`src/hw/rtl/aetp_pkg.sv`:
```
package aetp_pkg;

    // Parameter store geometry
    localparam int MaxParameters = 10;
    localparam int IdxW = $clog2(MaxParameters);
    localparam int CntW = $clog2(MaxParameters + 1);

    // Reset values of the screen registers
    localparam logic [7:0] ResetColumns = 8'd80;
    localparam logic [7:0] ResetRows    = 8'd25;

    // Configuration register indexes
    localparam logic CFG_COLUMNS = 1'b0;
    localparam logic CFG_ROWS    = 1'b1;

    // Output command codes
    localparam logic [1:0] CMD_PUT_CHAR  = 2'd0;
    localparam logic [1:0] CMD_CLEAR_SCR = 2'd1;
    localparam logic [1:0] CMD_CLEAR_EOL = 2'd2;
    localparam logic [1:0] CMD_SET_COLOR = 2'd3;

    // Default colours
    localparam logic [4:0] DefaultFg = 5'd7;
    localparam logic [2:0] DefaultBg = 3'd0;

    // Control from the sequencer to the colour unit
    typedef struct packed {
        logic            start;
        logic            defaults;
        logic [CntW-1:0] count;
    } t_sgr_ctrl;

    // Status from the colour unit
    typedef struct packed {
        logic            busy;
        logic [IdxW-1:0] idx;
        logic [4:0]      fg;
        logic [2:0]      bg;
    } t_sgr_stat;

    // ANSI colour number to DOS colour number
    function automatic logic [2:0] dos_map(input logic [2:0] v);
        logic [2:0] r;
        unique case (v)
            3'd0: r = 3'd0;
            3'd1: r = 3'd4;
            3'd2: r = 3'd2;
            3'd3: r = 3'd6;
            3'd4: r = 3'd1;
            3'd5: r = 3'd5;
            3'd6: r = 3'd3;
            default: r = 3'd7;
        endcase
        return r;
    endfunction

    // Clamp a coordinate to 1..lim
    function automatic logic [7:0] clamp_lim(input logic [7:0] v, input logic [7:0] lim);
        logic [7:0] r;
        if (v == 8'd0) r = 8'd1;
        else if (v > lim) r = lim;
        else r = v;
        return r;
    endfunction

endpackage

```
`src/hw/rtl/aetp_if.sv`:
```
interface aetp_byte_if;
    logic       valid;
    logic       ready;
    logic [7:0] data_byte;

    modport source (output valid, output data_byte, input ready);
    modport sink (input valid, input data_byte, output ready);
endinterface

interface aetp_cmd_if;
    logic       valid;
    logic       ready;
    logic [1:0] command;
    logic [7:0] char_code;
    logic [7:0] column;
    logic [7:0] row;
    logic [4:0] foreground;
    logic [2:0] background;

    modport source (output valid, output command, output char_code, output column,
                    output row, output foreground, output background, input ready);
    modport sink (input valid, input command, input char_code, input column,
                  input row, input foreground, input background, output ready);
endinterface

```
`src/hw/rtl/ansi_escape_terminal_parser_core.sv`:
```
// ANSI/VT100 escape sequence parser.
// Input channel i_byte carries one byte of the terminal stream per
// transaction; output channel o_cmd carries at most one drawing command per
// byte (put character, clear screen, clear to end of line, set colour)
// together with the cursor position and colours where it applies.
// Screen size is written through i_cfg_we / i_cfg_index / i_cfg_data; the
// user is to write it only while the block is idle (the block itself does not
// enforce this): index 0 is the column count, index 1 the row count.
// An accepted byte's command, if any, is registered in the output stage the
// cycle after; for the SGR final byte 'm' it follows a walk of the stored
// parameters (up to 10) through the shared colour unit, one per cycle.
// Bytes other than 'm' need no walk before their output transaction.
// i_byte.ready is low while a command waits in the output stage or the
// colour walk runs, so a stalled receiver holds the input back.
// Synchronous reset: text phase, cursor and saved cursor at (1,1),
// foreground 7, background 0, wrap on, screen 80 by 25.
module ansi_escape_terminal_parser_core (
    input  logic       i_clk,
    input  logic       i_rst_n,
    aetp_byte_if.sink  i_byte,
    aetp_cmd_if.source o_cmd,
    input  logic       i_cfg_we,
    input  logic       i_cfg_index,
    input  logic [7:0] i_cfg_data
);

    localparam logic [1:0] PH_TEXT    = 2'd0;
    localparam logic [1:0] PH_BRACKET = 2'd1;
    localparam logic [1:0] PH_PARAMS  = 2'd2;

    localparam logic ST_IDLE = 1'b0;
    localparam logic ST_WALK = 1'b1;

    localparam int Max = aetp_pkg::MaxParameters;
    localparam int CW  = aetp_pkg::CntW;

    logic [7:0]    r_cols, r_rows;
    logic [1:0]    r_phase, n_phase;
    logic          r_st, n_st;
    logic [7:0]    r_store [Max];
    logic [7:0]    r_acc, n_acc;
    logic [CW-1:0] r_pc, n_pc;
    logic [1:0]    r_dc, n_dc;
    logic          r_ads, n_ads;
    logic          r_fpi, n_fpi;
    logic [7:0]    r_col, n_col, r_row, n_row;
    logic [7:0]    r_scol, n_scol, r_srow, n_srow;
    logic          r_wrap, n_wrap;
    logic          r_ov;
    logic [1:0]    r_ocmd;
    logic [7:0]    r_ochar, r_ocol, r_orow;
    logic [4:0]    r_ofg;
    logic [2:0]    r_obg;

    logic                emit;
    logic [1:0]          emit_cmd;
    logic [7:0]          emit_char;
    logic                clr_store, wr_store;
    logic                accept;
    logic [7:0]          c, mc, mr, a, s1;
    logic [CW-1:0]       p;
    logic                is_digit;
    aetp_pkg::t_sgr_ctrl sgr_ctrl;
    aetp_pkg::t_sgr_stat sgr_stat;

    assign i_byte.ready = (r_st == ST_IDLE) && !r_ov;
    assign accept       = i_byte.valid && i_byte.ready;
    assign c            = i_byte.data_byte;
    assign mc           = (r_cols == 8'd0) ? 8'd1 : r_cols;
    assign mr           = (r_rows == 8'd0) ? 8'd1 : r_rows;
    assign a            = r_store[0];
    assign s1           = r_store[1];
    assign is_digit     = (c >= 8'h30) && (c <= 8'h39);
    assign p            = r_pc + CW'((r_ads && r_pc < CW'(Max)) ? 1 : 0);

    aetp_sgr_unit u_sgr (
        .i_clk   (i_clk),
        .i_rst_n (i_rst_n),
        .i_ctrl  (sgr_ctrl),
        .i_value (r_store[sgr_stat.idx]),
        .o_stat  (sgr_stat)
    );

    // Decode the accepted byte, or finish the colour walk
    always_comb begin
        n_phase   = r_phase;
        n_st      = r_st;
        n_acc     = r_acc;
        n_pc      = r_pc;
        n_dc      = r_dc;
        n_ads     = r_ads;
        n_fpi     = r_fpi;
        n_col     = r_col;
        n_row     = r_row;
        n_scol    = r_scol;
        n_srow    = r_srow;
        n_wrap    = r_wrap;
        emit      = 1'b0;
        emit_cmd  = aetp_pkg::CMD_PUT_CHAR;
        emit_char = 8'd0;
        clr_store = 1'b0;
        wr_store  = 1'b0;
        sgr_ctrl  = '{start: 1'b0, defaults: 1'b0, count: p};
        if (r_st == ST_WALK) begin
            if (!sgr_stat.busy) begin
                emit     = 1'b1;
                emit_cmd = aetp_pkg::CMD_SET_COLOR;
                n_st     = ST_IDLE;
            end
        end else if (accept) begin
            unique case (r_phase)
                PH_BRACKET: n_phase = PH_PARAMS;
                PH_PARAMS: begin
                    if (is_digit && r_dc < 2'd3) begin
                        // accumulate as v*10+d modulo 256
                        if (r_dc == 2'd0) n_acc = c - 8'h30;
                        else n_acc = (r_acc << 3) + (r_acc << 1) + (c - 8'h30);
                        wr_store = (r_pc < CW'(Max));
                        n_dc     = r_dc + 2'd1;
                        n_ads    = 1'b1;
                    end else if (c == 8'h3F) begin
                        n_dc  = 2'd0;
                        n_ads = 1'b0;
                    end else if (c == 8'h3B) begin
                        if (!r_ads) n_fpi = 1'b1;
                        if (r_pc < CW'(Max)) n_pc = r_pc + CW'(1);
                        n_dc  = 2'd0;
                        n_ads = 1'b0;
                    end else begin
                        n_pc    = p;
                        n_phase = PH_TEXT;
                        unique case (c)
                            8'h48, 8'h66: begin
                                if (p == CW'(0)) begin
                                    n_col = 8'd1;
                                    n_row = 8'd1;
                                end else if (p == CW'(1)) begin
                                    n_col = 8'd1;
                                    n_row = aetp_pkg::clamp_lim(a, mr);
                                end else if (r_fpi) begin
                                    n_col = aetp_pkg::clamp_lim(s1, mc);
                                    n_row = aetp_pkg::clamp_lim(r_row, mr);
                                end else begin
                                    n_col = aetp_pkg::clamp_lim(s1, mc);
                                    n_row = aetp_pkg::clamp_lim(a, mr);
                                end
                                if (p < CW'(2)) n_col = aetp_pkg::clamp_lim(n_col, mc);
                            end
                            8'h41: begin
                                if (p == CW'(0)) begin
                                    if (r_row > 8'd1) n_row = r_row - 8'd1;
                                end else if (a >= r_row) n_row = 8'd1;
                                else n_row = r_row - a;
                            end
                            8'h42: begin
                                if (p == CW'(0)) begin
                                    if (r_row < mr) n_row = r_row + 8'd1;
                                end else if (r_row >= mr) n_row = mr;
                                else if (a > mr - r_row) n_row = mr;
                                else n_row = r_row + a;
                            end
                            8'h43: begin
                                if (p == CW'(0)) begin
                                    if (r_col < mc) n_col = r_col + 8'd1;
                                end else if (r_col >= mc) n_col = mc;
                                else if (a > mc - r_col) n_col = mc;
                                else n_col = r_col + a;
                            end
                            8'h44: begin
                                if (p == CW'(0)) begin
                                    if (r_col > 8'd1) n_col = r_col - 8'd1;
                                end else if (a >= r_col) n_col = 8'd1;
                                else n_col = r_col - a;
                            end
                            8'h73: begin
                                n_scol = r_col;
                                n_srow = r_row;
                            end
                            8'h75: begin
                                n_col = r_scol;
                                n_row = r_srow;
                            end
                            8'h4A: begin
                                emit     = (a == 8'd2);
                                emit_cmd = aetp_pkg::CMD_CLEAR_SCR;
                            end
                            8'h4B: begin
                                emit     = 1'b1;
                                emit_cmd = aetp_pkg::CMD_CLEAR_EOL;
                            end
                            8'h6D: begin
                                if (p == CW'(0)) sgr_ctrl.defaults = 1'b1;
                                else sgr_ctrl.start = 1'b1;
                                n_st = ST_WALK;
                            end
                            8'h6C: if (a == 8'd7) n_wrap = 1'b0;
                            8'h68: if (a == 8'd7) n_wrap = 1'b1;
                            default: ;
                        endcase
                    end
                end
                default: begin
                    if (c == 8'h1B) begin
                        n_phase   = PH_BRACKET;
                        clr_store = 1'b1;
                        n_pc      = '0;
                        n_dc      = 2'd0;
                        n_ads     = 1'b0;
                        n_fpi     = 1'b0;
                    end else begin
                        emit      = 1'b1;
                        emit_char = c;
                        // advance the cursor, wrapping at the right edge when wrap is on
                        if (r_col < mc) n_col = r_col + 8'd1;
                        else if (r_wrap) begin
                            n_col = 8'd1;
                            if (r_row < mr) n_row = r_row + 8'd1;
                        end
                    end
                end
            endcase
        end
    end

    // Control and cursor state
    always_ff @(posedge i_clk) begin
        if (!i_rst_n) begin
            r_cols  <= aetp_pkg::ResetColumns;
            r_rows  <= aetp_pkg::ResetRows;
            r_phase <= PH_TEXT;
            r_st    <= ST_IDLE;
            r_pc    <= '0;
            r_dc    <= 2'd0;
            r_ads   <= 1'b0;
            r_fpi   <= 1'b0;
            r_col   <= 8'd1;
            r_row   <= 8'd1;
            r_scol  <= 8'd1;
            r_srow  <= 8'd1;
            r_wrap  <= 1'b1;
            r_ov    <= 1'b0;
        end else begin
            if (i_cfg_we) begin
                if (i_cfg_index == aetp_pkg::CFG_COLUMNS) r_cols <= i_cfg_data;
                else r_rows <= i_cfg_data;
            end
            r_phase <= n_phase;
            r_st    <= n_st;
            r_pc    <= n_pc;
            r_dc    <= n_dc;
            r_ads   <= n_ads;
            r_fpi   <= n_fpi;
            r_col   <= n_col;
            r_row   <= n_row;
            r_scol  <= n_scol;
            r_srow  <= n_srow;
            r_wrap  <= n_wrap;
            if (emit) r_ov <= 1'b1;
            else if (o_cmd.ready) r_ov <= 1'b0;
        end
    end

    // Parameter store, cleared at each escape
    always_ff @(posedge i_clk) begin
        if (!i_rst_n || clr_store) begin
            for (int i = 0; i < Max; i++) r_store[i] <= 8'd0;
        end else if (wr_store) begin
            r_store[r_pc[aetp_pkg::IdxW-1:0]] <= n_acc;
        end
    end

    // Output stage payload, captured before the cursor moves
    always_ff @(posedge i_clk) begin
        r_acc <= n_acc;
        if (emit) begin
            r_ocmd  <= emit_cmd;
            r_ochar <= emit_char;
            r_ocol  <= r_col;
            r_orow  <= r_row;
            r_ofg   <= sgr_stat.fg;
            r_obg   <= sgr_stat.bg;
        end
    end

    assign o_cmd.valid      = r_ov;
    assign o_cmd.command    = r_ocmd;
    assign o_cmd.char_code  = r_ochar;
    assign o_cmd.column     = r_ocol;
    assign o_cmd.row        = r_orow;
    assign o_cmd.foreground = r_ofg;
    assign o_cmd.background = r_obg;

    a_walk_no_out: assert property (@(posedge i_clk) disable iff (!i_rst_n)
        (r_st == ST_WALK) |-> !r_ov)
        else $error("command pending during colour walk");
    a_busy_walk: assert property (@(posedge i_clk) disable iff (!i_rst_n)
        sgr_stat.busy |-> (r_st == ST_WALK))
        else $error("colour unit busy outside walk");
    a_cursor_nonzero: assert property (@(posedge i_clk) disable iff (!i_rst_n)
        (r_col != 8'd0) && (r_row != 8'd0))
        else $error("cursor at zero coordinate");
    a_emit_blocks: assert property (@(posedge i_clk) disable iff (!i_rst_n)
        emit |=> !i_byte.ready)
        else $error("input taken while command pending");

endmodule

```
`src/hw/rtl/aetp_sgr_unit.sv`:
```
module aetp_sgr_unit (
    input  logic                i_clk,
    input  logic                i_rst_n,
    input  aetp_pkg::t_sgr_ctrl i_ctrl,
    input  logic [7:0]          i_value,
    output aetp_pkg::t_sgr_stat o_stat
);

    logic [4:0]                r_fg, n_fg;
    logic [2:0]                r_bg, n_bg;
    logic [4:0]                r_io, n_io;
    logic [aetp_pkg::IdxW-1:0] r_idx, n_idx;
    logic [aetp_pkg::CntW-1:0] r_last, n_last;
    logic                      r_busy, n_busy;

    // Apply one attribute parameter per cycle
    always_comb begin
        n_fg   = r_fg;
        n_bg   = r_bg;
        n_io   = r_io;
        n_idx  = r_idx;
        n_last = r_last;
        n_busy = r_busy;
        if (i_ctrl.defaults) begin
            n_fg = aetp_pkg::DefaultFg;
            n_bg = aetp_pkg::DefaultBg;
            n_io = 5'd0;
        end else if (i_ctrl.start) begin
            n_idx  = '0;
            n_last = i_ctrl.count - aetp_pkg::CntW'(1);
            n_busy = 1'b1;
        end else if (r_busy) begin
            if (i_value == 8'd0) begin
                n_fg = aetp_pkg::DefaultFg;
                n_bg = aetp_pkg::DefaultBg;
                n_io = 5'd0;
            end else if (i_value == 8'd1) begin
                if (r_io == 5'd0 || r_io == 5'd16) begin
                    n_fg = r_fg + 5'd8;
                    n_io = r_io + 5'd8;
                end
            end else if (i_value == 8'd5) begin
                if (r_fg < 5'd16) begin
                    n_fg = r_fg + 5'd16;
                    n_io = r_io + 5'd16;
                end
            end else if (i_value >= 8'd30 && i_value <= 8'd37) begin
                n_fg = r_io + {2'b00, aetp_pkg::dos_map(3'(i_value - 8'd30))};
            end else if (i_value >= 8'd40 && i_value <= 8'd47) begin
                n_bg = aetp_pkg::dos_map(3'(i_value - 8'd40));
            end
            if (aetp_pkg::CntW'(r_idx) == r_last) n_busy = 1'b0;
            else n_idx = r_idx + aetp_pkg::IdxW'(1);
        end
    end

    always_ff @(posedge i_clk) begin
        if (!i_rst_n) begin
            r_fg   <= aetp_pkg::DefaultFg;
            r_bg   <= aetp_pkg::DefaultBg;
            r_io   <= 5'd0;
            r_busy <= 1'b0;
            r_idx  <= '0;
            r_last <= '0;
        end else begin
            r_fg   <= n_fg;
            r_bg   <= n_bg;
            r_io   <= n_io;
            r_busy <= n_busy;
            r_idx  <= n_idx;
            r_last <= n_last;
        end
    end

    assign o_stat.busy = r_busy;
    assign o_stat.idx  = r_idx;
    assign o_stat.fg   = r_fg;
    assign o_stat.bg   = r_bg;

    // Walk index never passes the last parameter
    a_idx_bound: assert property (@(posedge i_clk) disable iff (!i_rst_n)
        r_busy |-> aetp_pkg::CntW'(r_idx) <= r_last)
        else $error("colour walk index past last parameter");
    a_start_busy: assert property (@(posedge i_clk) disable iff (!i_rst_n)
        (i_ctrl.start && !i_ctrl.defaults) |=> r_busy)
        else $error("colour walk did not start");
    a_no_restart: assert property (@(posedge i_clk) disable iff (!i_rst_n)
        r_busy |-> !i_ctrl.start)
        else $error("colour walk restarted while busy");

endmodule
```
`src/flat_wrapper.sv`:
```
// flat-port wrapper written by rule: the top's interface ports become plain ports
module ansi_escape_terminal_parser_core_flat 
  (i_clk, i_rst_n, i_cfg_we, i_cfg_index, i_cfg_data, i_byte_valid, i_byte_data_byte, i_byte_ready, o_cmd_valid, o_cmd_command, o_cmd_char_code, o_cmd_column, o_cmd_row, o_cmd_foreground, o_cmd_background, o_cmd_ready);
  aetp_byte_if i_byte_i ();
  aetp_cmd_if o_cmd_i ();
  input  logic i_clk;
  input  logic i_rst_n;
  input  logic i_cfg_we;
  input  logic i_cfg_index;
  input  logic [7:0] i_cfg_data;
  input wire logic [$bits(i_byte_i.valid)-1:0] i_byte_valid;
  input wire logic [$bits(i_byte_i.data_byte)-1:0] i_byte_data_byte;
  output wire logic [$bits(i_byte_i.ready)-1:0] i_byte_ready;
  output wire logic [$bits(o_cmd_i.valid)-1:0] o_cmd_valid;
  output wire logic [$bits(o_cmd_i.command)-1:0] o_cmd_command;
  output wire logic [$bits(o_cmd_i.char_code)-1:0] o_cmd_char_code;
  output wire logic [$bits(o_cmd_i.column)-1:0] o_cmd_column;
  output wire logic [$bits(o_cmd_i.row)-1:0] o_cmd_row;
  output wire logic [$bits(o_cmd_i.foreground)-1:0] o_cmd_foreground;
  output wire logic [$bits(o_cmd_i.background)-1:0] o_cmd_background;
  input wire logic [$bits(o_cmd_i.ready)-1:0] o_cmd_ready;
  assign i_byte_i.valid = i_byte_valid;
  assign i_byte_i.data_byte = i_byte_data_byte;
  assign i_byte_ready = i_byte_i.ready;
  assign o_cmd_valid = o_cmd_i.valid;
  assign o_cmd_command = o_cmd_i.command;
  assign o_cmd_char_code = o_cmd_i.char_code;
  assign o_cmd_column = o_cmd_i.column;
  assign o_cmd_row = o_cmd_i.row;
  assign o_cmd_foreground = o_cmd_i.foreground;
  assign o_cmd_background = o_cmd_i.background;
  assign o_cmd_i.ready = o_cmd_ready;
  ansi_escape_terminal_parser_core u_core (.i_clk(i_clk), .i_rst_n(i_rst_n), .i_byte(i_byte_i), .o_cmd(o_cmd_i), .i_cfg_we(i_cfg_we), .i_cfg_index(i_cfg_index), .i_cfg_data(i_cfg_data));
endmodule
```
`config.mk`:
```
export PLATFORM = sky130hd
export DESIGN_NAME = ansi_escape_terminal_parser_core_flat
export DESIGN_NICKNAME = d
export VERILOG_FILES = /design/src/hw/rtl/aetp_pkg.sv /design/src/hw/rtl/aetp_if.sv /design/src/hw/rtl/ansi_escape_terminal_parser_core.sv /design/src/hw/rtl/aetp_sgr_unit.sv /design/src/flat_wrapper.sv
export SDC_FILE = /design/constraint.sdc
export NUM_CORES = 1
export LEC_CHECK = 0
export BUFFER_PORTS_ARGS = -buffer_cell sky130_fd_sc_hd__buf_2
export CAP_MARGIN = 5
export CORE_AREA = 3 3 206 208
export CTS_CLUSTER_DIAMETER = 200
export CTS_CLUSTER_SIZE = 20
export DETAILED_ROUTE_END_ITERATION = 10
export DIE_AREA = 0 0 209 211
export GPL_TIMING_DRIVEN = 0
export SLEW_MARGIN = 40
export SYNTH_ARGS = -nofsm -noshare
export SYNTH_HDL_FRONTEND = slang
export SYNTH_HIERARCHICAL = 1
export SYNTH_SLANG_ARGS = --single-unit
```
`constraint.sdc`:
```
create_clock -name i_clk -period 6.6 [get_ports i_clk]
set_input_delay 0.99 -clock i_clk [delete_from_list [all_inputs] [get_ports i_clk]]
set_output_delay 0.99 -clock i_clk [all_outputs]
set_load 0.02 [all_outputs]
```
==> results.env, run 1 <==
OUTCOME='completed'
HP-CLASS='flip-flop to flip-flop'
FINAL_CELL_AREA_UM2=18000
FP.DIEAREA_UM2=44100
AREA.GROWTH.SYNTH_TO_FINAL_PCT=10.5
VIAS=13510
NUMBER_OF_BUFFER_AND_INVERTER_STAGES_ON_THE_CRITICAL_PATH=2
STARTING_DENSITY_OF_THE_CORE_PCT=40.0
YS_WARN_COUNT=6
DIODES=0
CLOCK_LATENCY_NS=0.54
CTS_TREE='yes'
GRT_MAX_DEGREE=22
SYNTH.CELLS.MOST_FREQUENT='nor2_1 (168), edfxtp_1 (162), nand2_1 (129)'
CLOCK_TREE.ROOT_CELL='clkbuf_16'
NUM-NETS-FINAL=1900
WIRE_LENGTH_OF_THE_FIRST_GLOBAL_ROUTING_PASS_MM=78.8
YOSYS.AREA.TOP_TYPE='edfxtp_1'
DRT_WL_TOTAL_MM=51.8
SYNTH.MOST_COMMON_CELL='nor2_1'
PLACEABLECOREAREA_UM2=40700
PLACE.DETAILED.INSTANCES=2266
GRT_PASS1_VIAS=13309
POSTSYNTHAREAPERCELL_UM2=10.0
DRT-INITIAL-DRC-COUNT=1370
GR-TOTAL-OVERFLOW=0
TIMING.FINAL.CRIT_SHARE_PCT=81.6
SYNTH_CELL_TYPES=111
NUMBER_OF_H_TREE_BRANCHING_LEVELS=1
POST_PLACE_SETUP_SLACK_NS=1.37
SLEW_VIOL_FINAL=0
SYNTHARSTFLOPSHARE_PCT=0
DIE_X_UM=209
DR.PASS1.ITERS=5
CTSRESIZECOUNT=0
FINAL_LAYOUT_SIZE_SUFFIX_GT1_SHARE_PCT=11.4
CAP_VIOL_MAX_COUNT=0
CLK_PIN_SLEW_NS=0.10
POSTSYNTHCELLCOUNT=1627
SYNTH-XOR-AREA-SHARE_PCT=3.55
POSTPLACECELLAREA_UM2=17500
VIAS_PER_CELL=5.89
SKEW_NS=0.0303
FINAL_INSTANCE_COUNT_EXCL_FILLERS=2294
NUMCLOCKSINKS=249
PIN_COUNT=58
ARRIVAL_TIME_AT_THE_WORST_ENDPOINT_NS=5.79
FINAL-SETUP-VIOL-COUNT=0
CRIT_PATH_TOP_DELAY_CELL='a41oi_1'
PORT_BUFFERS=55
NETLIST_TOP_CELLS_AREA='edfxtp_1 (30%), dfxtp_1 (11%), ha_1 (8.8%)'
SYNTH-EDFF-COUNT=162
CELLLEAKAGEPOWER_nW=6.91
SYNTH.MUX.AREA_FRACTION_PCT=7.89
SYNTH_SIMPLE_GATE_AREA_SHARE_PCT=16.9
WIRE_PER_INST_UM=22.6
CRIT_PATH_MAX_INCR_DELAY_NS=0.69
SYNTH_SEQ_CELLS=249
YOSYS.AREA.TOP_TYPE_SHARE_PCT=29.9
DOMINANT_COMBINATIONAL_CELL_FAMILY_BY_AREA_AFTER_SYNTHESIS='simple AND/OR/NAND/NOR gates'
NUMBER_OF_DESIGN_RULE_VIOLATIONS_LEFT_AFTER_DETAIL_ROUTING=0
CELL_BY_CELL_TRACE_OF_THE_CRITICAL_PATH='inv_1 > a41oi_1 > ha_1 > inv_1 > a21o_1 > a21o_1 > a21o_1 > a21o_1 > a21o_1 > a21oi_1 > xor2_1 > ha_1 > a21oi_1 > o21ai_0 > a21o_1 > a21oi_1 > o2bb2ai_1 > a211oi_1 > o32ai_1'
SYNTHESIZED_AREA_FRACTION_OCCUPIED_BY_AO_OA_AOI_AND_OAI_CELLS_PCT=16.0
POWER.DENSITY_nW_PER_UM2=194
GPL.FINAL_WEIGHTED_CONGESTION=0.979
FMAXACHIEVABLE_MHz=186
CP.REQUIRED_NS=7.00
PLACEMENTROWS=74
SLEW_HEADROOM_PCT=41.6
SYNTH_SEQ_AREA_SHARE_PCT=40.6
POSTCTSSETUPBUFFERS=0
POWER.TOTAL_W=0.00349
GRTUSAGETOTAL_PCT=23.0
CRITICAL_PATH_CLASS='flip-flop to flip-flop'
CRIT_PATH_MAX_FANOUT=5
HPWL_AFTER_DPL_MM=38.5
ANT_NETS=0
FP.DIEH_UM=211
CRIT_PATH_START_KIND='flip-flop'
CRITICAL_PATH.MOST_COMMON_CELL='a21o_1'
MAX-VDD-IR-DROP_uV=222
POSTLAYOUTSETUPSLACKWORST_NS=1.21
HOLD_VIOLATIONS=0
POSTCTSHOLDBUFS=0
YOSYS_MOST_USED_DFF='edfxtp_1'
POST_SYNTH_FA_HA_MAJ_AREA_FRACTION_PCT=10.2
CTS_BUFFER_DEPTH=3
MAPPEDNETLISTAREA_UM2=16300
CTS_INSERTED_BUFFERS=16
TIGHTESTPINTRANSITION_NS=0.876
GRT_SETUP_UNREPAIRED='no'
CRITPATHCAPTURETYPE='flip-flop'
GRT_ANTENNA_BEFORE_REPAIR=0
FINAL_PERIOD_MINUS_WORST_SETUP_SLACK_NS=5.39
POST-ROUTE-UTIL_PCT=44.1
CRITICAL_PATH.TOP_DELAY_FAMILY='compound AO/OA/AOI/OAI gates'
==> sequential cells by signal, summed over array words and instances (netlist names), 3 cells and up <==
name	cells
u_core/r_store	128
u_core/o_cmd.char_code	8
u_core/o_cmd.column	8
u_core/o_cmd.row	8
u_core/r_col	8
u_core/r_cols	8
u_core/r_row	8
u_core/r_rows	8
u_core/r_scol	8
u_core/r_srow	8
u_core/r_acc	7
u_core/o_cmd.foreground	5
u_core/u_sgr/r_fg	5
u_core/r_pc	4
u_core/u_sgr/r_idx	4
u_core/u_sgr/r_last	4
u_core/o_cmd.background	3
u_core/u_sgr/r_bg	3
==> kinds of logic (layout without fill, tap and decap cells) <==
family          count (synthesis)  in the layout
mux                            78             78
flops                         249            249
buf+inv                       193            281
other cells                     1             48
xor+xnor                       66             66
simple gates                  550            550
compound gates                364            364
fa+ha+maj                     126            126
==> layout make-up <==
| cell class | instances | area [µm²] |
|---|---|---|
| Fill cell | 4015 | 22800 |
| Tap cell | 532 | 666 |
| Timing Repair Buffer | 60 | 339 |
| Buffer | 82 | 374 |
| Clock buffer | 26 | 438 |
| Sequential cell | 249 | 6610 |
| Multi-Input combinational cell | 1232 | 9110 |
| Clock inverter | 2 | 32.5 |
| Inverter | 111 | 417 |
==> metal layers <==
metal	share of wire, %	wire [µm]	vias to the layer above	global-route usage, %
met5	0	0	-	0
met4	4.0	2080	0	8.57
met3	7.2	3750	133	4.35
met2	47	24300	517	38.5
met1	42	21700	6612	29.9
li1	-	-	6248	-
==> placed cells by master, fill, tap and decap left out, drive strengths merged, types with 53 or more instances in the layout <==
cell type	count
a21oi	95
buf	86
clkbuf	82
dfxtp	87
edfxtp	162
ha	115
inv	107
nand2	129
nor2	170
o21ai	53
==> power breakdown <==
| part | internal (W) | leakage [nW] | switching, W | total [W] |
|---|---|---|---|---|
| registers | 0.00171 | 2.29 | 0.0000564 | 0.00177 |
| clock network | 0.000468 | 0.223 | 0.000567 | 0.00103 |
| logic | 0.000258 | 4.39 | 0.000432 | 0.000690 |
==> per-stage QoR <==
| stage | TNS [ns] | hold WS (ns) |
|---|---|---|
| global route | 0 | 0.455 |
| CTS | 0 | 0.444 |
| finish | 0 | 0.441 |
| floorplan | 0 | 0.402 |
| detailed placement | 0 | 0.419 |
| global placement | -37.63 | 0.422 |
==> final timing paths <==
path	start	end	slack, ns	depth (start not counted)
hold reg to reg	u_core/u_sgr/r_bg[2]	u_core/o_cmd.background[2]	0.44	0
setup / recovery	u_core/r_rows[3]	u_core/r_row[1]	1.21	19
setup reg to reg	u_core/r_rows[3]	u_core/r_row[1]	1.21	19
hold / removal	u_core/u_sgr/r_bg[2]	u_core/o_cmd.background[2]	0.44	0
Power figures use the tool's default switching activity.
==> run 2: changes to the inputs <==
Clock period 6.6 ns to 5.4 ns, I/O delays scaled along.
==> run 2 against run 1 <==
  * Sequential share of layout area barely moved
  * Critical path depth fell by 2
  * Core utilization rose by 0.052 points
  * Clock skew fell by 0.0016 ns
  * Global-route usage did not move
  * Sequential cell count did not move
  * Clock power rose by 22%
  * Register-to-register slack got worse by 1.0 ns
  * Cell count barely moved
  * Largest power group unchanged
  * Die area did not move
  * Design area rose by 0.12%
==> results.env, run 2 (same netlist as run 1, synthesis figures left out) <==
FLIP_FLOP_COUNT_OF_THE_LARGEST_REGISTER_AFTER_LAYOUT=128  # unchanged
MIN_DELAY_PATH_DEPTH=0  # unchanged
TIGHTESTPINTRANSITION_NS=0.881  # was 0.876 ns
FP.DIEAREA_UM2=44100  # unchanged
CRIT_PATH_START_KIND='flip-flop'  # unchanged
FINAL_INSTANCE_COUNT_EXCL_FILLERS=2295  # was 2294
CELLLEAKAGEPOWER_nW=6.92  # was 6.91 nW
GLOBALROUTEMET2UTIL_PCT=38.5  # unchanged
HPWL_AFTER_DPL_MM=38.5  # unchanged
OUTCOME='completed'  # unchanged
WIRE_PER_INST_UM=22.6  # about the same
POWER.DENSITY_nW_PER_UM2=237  # was 194 nW/µm²
AREA.GROWTH.SYNTH_TO_FINAL_PCT=10.6  # was 10.5%
DIE_X_UM=209  # unchanged
HOLD_START='u_core/u_sgr/r_bg[2]'  # unchanged
SLEW_VIOL_FINAL=0  # unchanged
CRIT_PATH_MAX_FANOUT=12  # was 5
CLK_PIN_SLEW_NS=0.10  # about the same
RRSETUPSLACK_NS=0.18  # was 1.21 ns
FINAL-SETUP-VIOL-COUNT=0  # unchanged
GRTUSAGETOTAL_PCT=23.0  # unchanged
USE_MET1_PCT=29.9  # unchanged
CRITICAL_PATH.REG2REG.STARTPOINT='u_core/r_row[1]'  # was u_core/r_rows[3]
GPL.FINAL_WEIGHTED_CONGESTION=0.979  # unchanged
DRT-INITIAL-DRC-COUNT=1244  # was 1370
DRT_WL_TOTAL_MM=51.8  # about the same
SLEW_HEADROOM_PCT=41.3  # was 41.6%
GRT_ANTENNA_BEFORE_REPAIR=0  # unchanged
PLACE.DETAILED.INSTANCES=2266  # unchanged
CTS_TREE='yes'  # unchanged
MULTIINPUTGATEAREA_UM2=9130  # was 9110 µm²
POSTCTSHOLDBUFS=0  # unchanged
NUMCLOCKSINKS=249  # unchanged
REG2REG_TO='u_core/r_row[1]'  # unchanged
ANT_NETS=0  # unchanged
HOLD-PATH-ENDPOINT='u_core/o_cmd.background[2]'  # unchanged
GR-TOTAL-OVERFLOW=0  # unchanged
CTS_BUFFER_DEPTH=3  # unchanged
POSTPLACECELLAREA_UM2=17500  # unchanged
POSTLAYOUTSETUPSLACKWORST_NS=0.177  # was 1.21 ns
STARTING_DENSITY_OF_THE_CORE_PCT=40.0  # unchanged
VIAS=13438  # was 13510
FINAL_PERIOD_MINUS_WORST_SETUP_SLACK_NS=5.22  # was 5.39 ns
CLOCK_TREE.ROOT_CELL='clkbuf_16'  # unchanged
WIRE_LENGTH_OF_THE_FIRST_GLOBAL_ROUTING_PASS_MM=78.8  # unchanged
FIN_SETUP_TNS_NS=0  # unchanged
MOSTFREQUENTLAYOUTCELL='nor2_1'  # unchanged
PIN_COUNT=58  # unchanged
POSTCTSSETUPBUFFERS=0  # unchanged
FINAL_LAYOUT_SIZE_SUFFIX_GT1_SHARE_PCT=11.5  # was 11.4%
TIMING.FINAL.CRIT_SHARE_PCT=96.7  # was 81.6%
FMAXACHIEVABLE_MHz=191  # was 186 MHz
POST_PLACE_SETUP_SLACK_NS=0.171  # was 1.37 ns
TOP_REGISTER='u_core/r_store'  # unchanged
NUM-NETS-FINAL=1900  # unchanged
ARRIVAL_TIME_AT_THE_WORST_ENDPOINT_NS=5.62  # was 5.79 ns
CP.REQUIRED_NS=5.80  # was 7.00 ns
FINAL_CELL_AREA_UM2=18000  # about the same
GRT_SETUP_UNREPAIRED='no'  # unchanged
NUMBER_OF_H_TREE_BRANCHING_LEVELS=1  # unchanged
HOLD_VIOLATIONS=0  # unchanged
PLACEMENTROWS=74  # unchanged
FP.DIEH_UM=211  # unchanged
CRITPATHCAPTURETYPE='flip-flop'  # unchanged
CLOCK_LATENCY_NS=0.53  # was 0.54 ns
CAP_VIOL_MAX_COUNT=0  # unchanged
PLACEABLECOREAREA_UM2=40700  # unchanged
CRITICAL_PATH_CLASS='flip-flop to flip-flop'  # unchanged
FINAL-SEQ-AREA_UM2=6610  # unchanged
GRT_PASS1_VIAS=13309  # unchanged
GRT_MAX_DEGREE=22  # unchanged
HP-CLASS='flip-flop to flip-flop'  # unchanged
PORT_BUFFERS=55  # unchanged
FINAL_CELL_MIX='nor2_1 (168), edfxtp_1 (162), nand2_1 (129), ha_1 (115), inv_1 (107)'  # unchanged
NUMBER_OF_CELL_INSTANCES_ON_THE_WORST_REGISTER_TO_REGISTER_PATH=17  # was 19
NUMBER_OF_DESIGN_RULE_VIOLATIONS_LEFT_AFTER_DETAIL_ROUTING=0  # unchanged
POST-ROUTE-UTIL_PCT=44.2  # was 44.1%
GLOBAL_ROUTE.PEAK_USAGE_LAYER='met2'  # unchanged
DR.PASS1.ITERS=5  # unchanged
SKEW_NS=0.0288  # was 0.0303 ns
GLOBALROUTEMET3UTIL_PCT=4.35  # unchanged
MAX-VDD-IR-DROP_uV=271  # was 222 µV
CTS_INSERTED_BUFFERS=16  # unchanged
FILLERINSTANCES=4018  # was 4015
CTSRESIZECOUNT=0  # unchanged
VIAS_PER_CELL=5.86  # was 5.89
[run 2: changes by cell type in the layout (fill, tap and decap cells not counted)]
cell,before,now
a41oi_1,4,3
a41oi_2,2,3
clkbuf_1,63,61
clkbuf_2,3,5
diode_2,0,1
nor4_2,2,1
nor4_4,1,2
[run 2: worst max path at each step]
stage,start,end,slack (ns)
after CTS,u_core/r_pc[1],u_core/r_col[0],0.15
after detailed placement,u_core/r_pc[1],u_core/r_col[0],0.17
final,u_core/r_row[1],u_core/r_row[1],0.18
after global placement,i_byte_data_byte[1],u_core/o_cmd.column[0],-2.10
after floorplan,i_byte_data_byte[0],u_core/o_cmd.background[0],0.51
after global routing,u_core/r_pc[1],u_core/r_col[0],0.05
[run 2: per-stage QoR]
stage / hold slack (ns) / power, W
2_1_floorplan: 0.402 / 0.00276
3_3_place_gp: 0.422 / 0.00301
3_5_place_dp: 0.419 / 0.00303
4_1_cts: 0.444 / 0.00430
5_1_grt: 0.455 / 0.00446
6_report: 0.444 / 0.00427
[run 2: final cells by class]
class / count / area share (%)
inverters: 111 / 2.31
flip-flops and latches: 249 / 36.7
clock buffers: 26 / 2.43
diodes: 1 / 0.0139
clock inverters: 2 / 0.181
repair buffers: 60 / 1.88
well taps: 532 / 3.70
plain buffers: 82 / 2.09
multi-input cells: 1232 / 50.7
[run 2: worst max-delay path, stage by stage (launching register included)]
cell and delay, ns:
dfxtp_1 0.75, inv_1 0.32, ha_1 0.38, a21o_1 0.19
a21o_1 0.20, a21o_1 0.18, a21o_1 0.20, a21o_1 0.18
a21oi_1 0.17, xor2_1 0.17, ha_1 0.26, a21oi_1 0.16
o21ai_0 0.10, a21o_1 0.19, a21oi_1 0.59, o2bb2ai_1 0.35
a211oi_1 0.53, o32ai_1 0.17
[run 2: routing by layer]
layer	routed length, µm	share of wire [%]	vias to the layer above
li1	-	-	6231
met1	21800	42	6591
met2	24300	47	494
met3	3770	7.3	122
met4	1960	3.8	0
met5	0	0	-
[run 2: power breakdown]
part / leakage (nW) / total, W / internal [W] / switching (W)
clock: 0.223 / 0.00126 / 0.000572 / 0.000693
sequential: 2.29 / 0.00216 / 0.00209 / 0.0000691
combinational: 4.40 / 0.000843 / 0.000315 / 0.000528
total: 6.92 / 0.00427 / 0.00298 / 0.00129
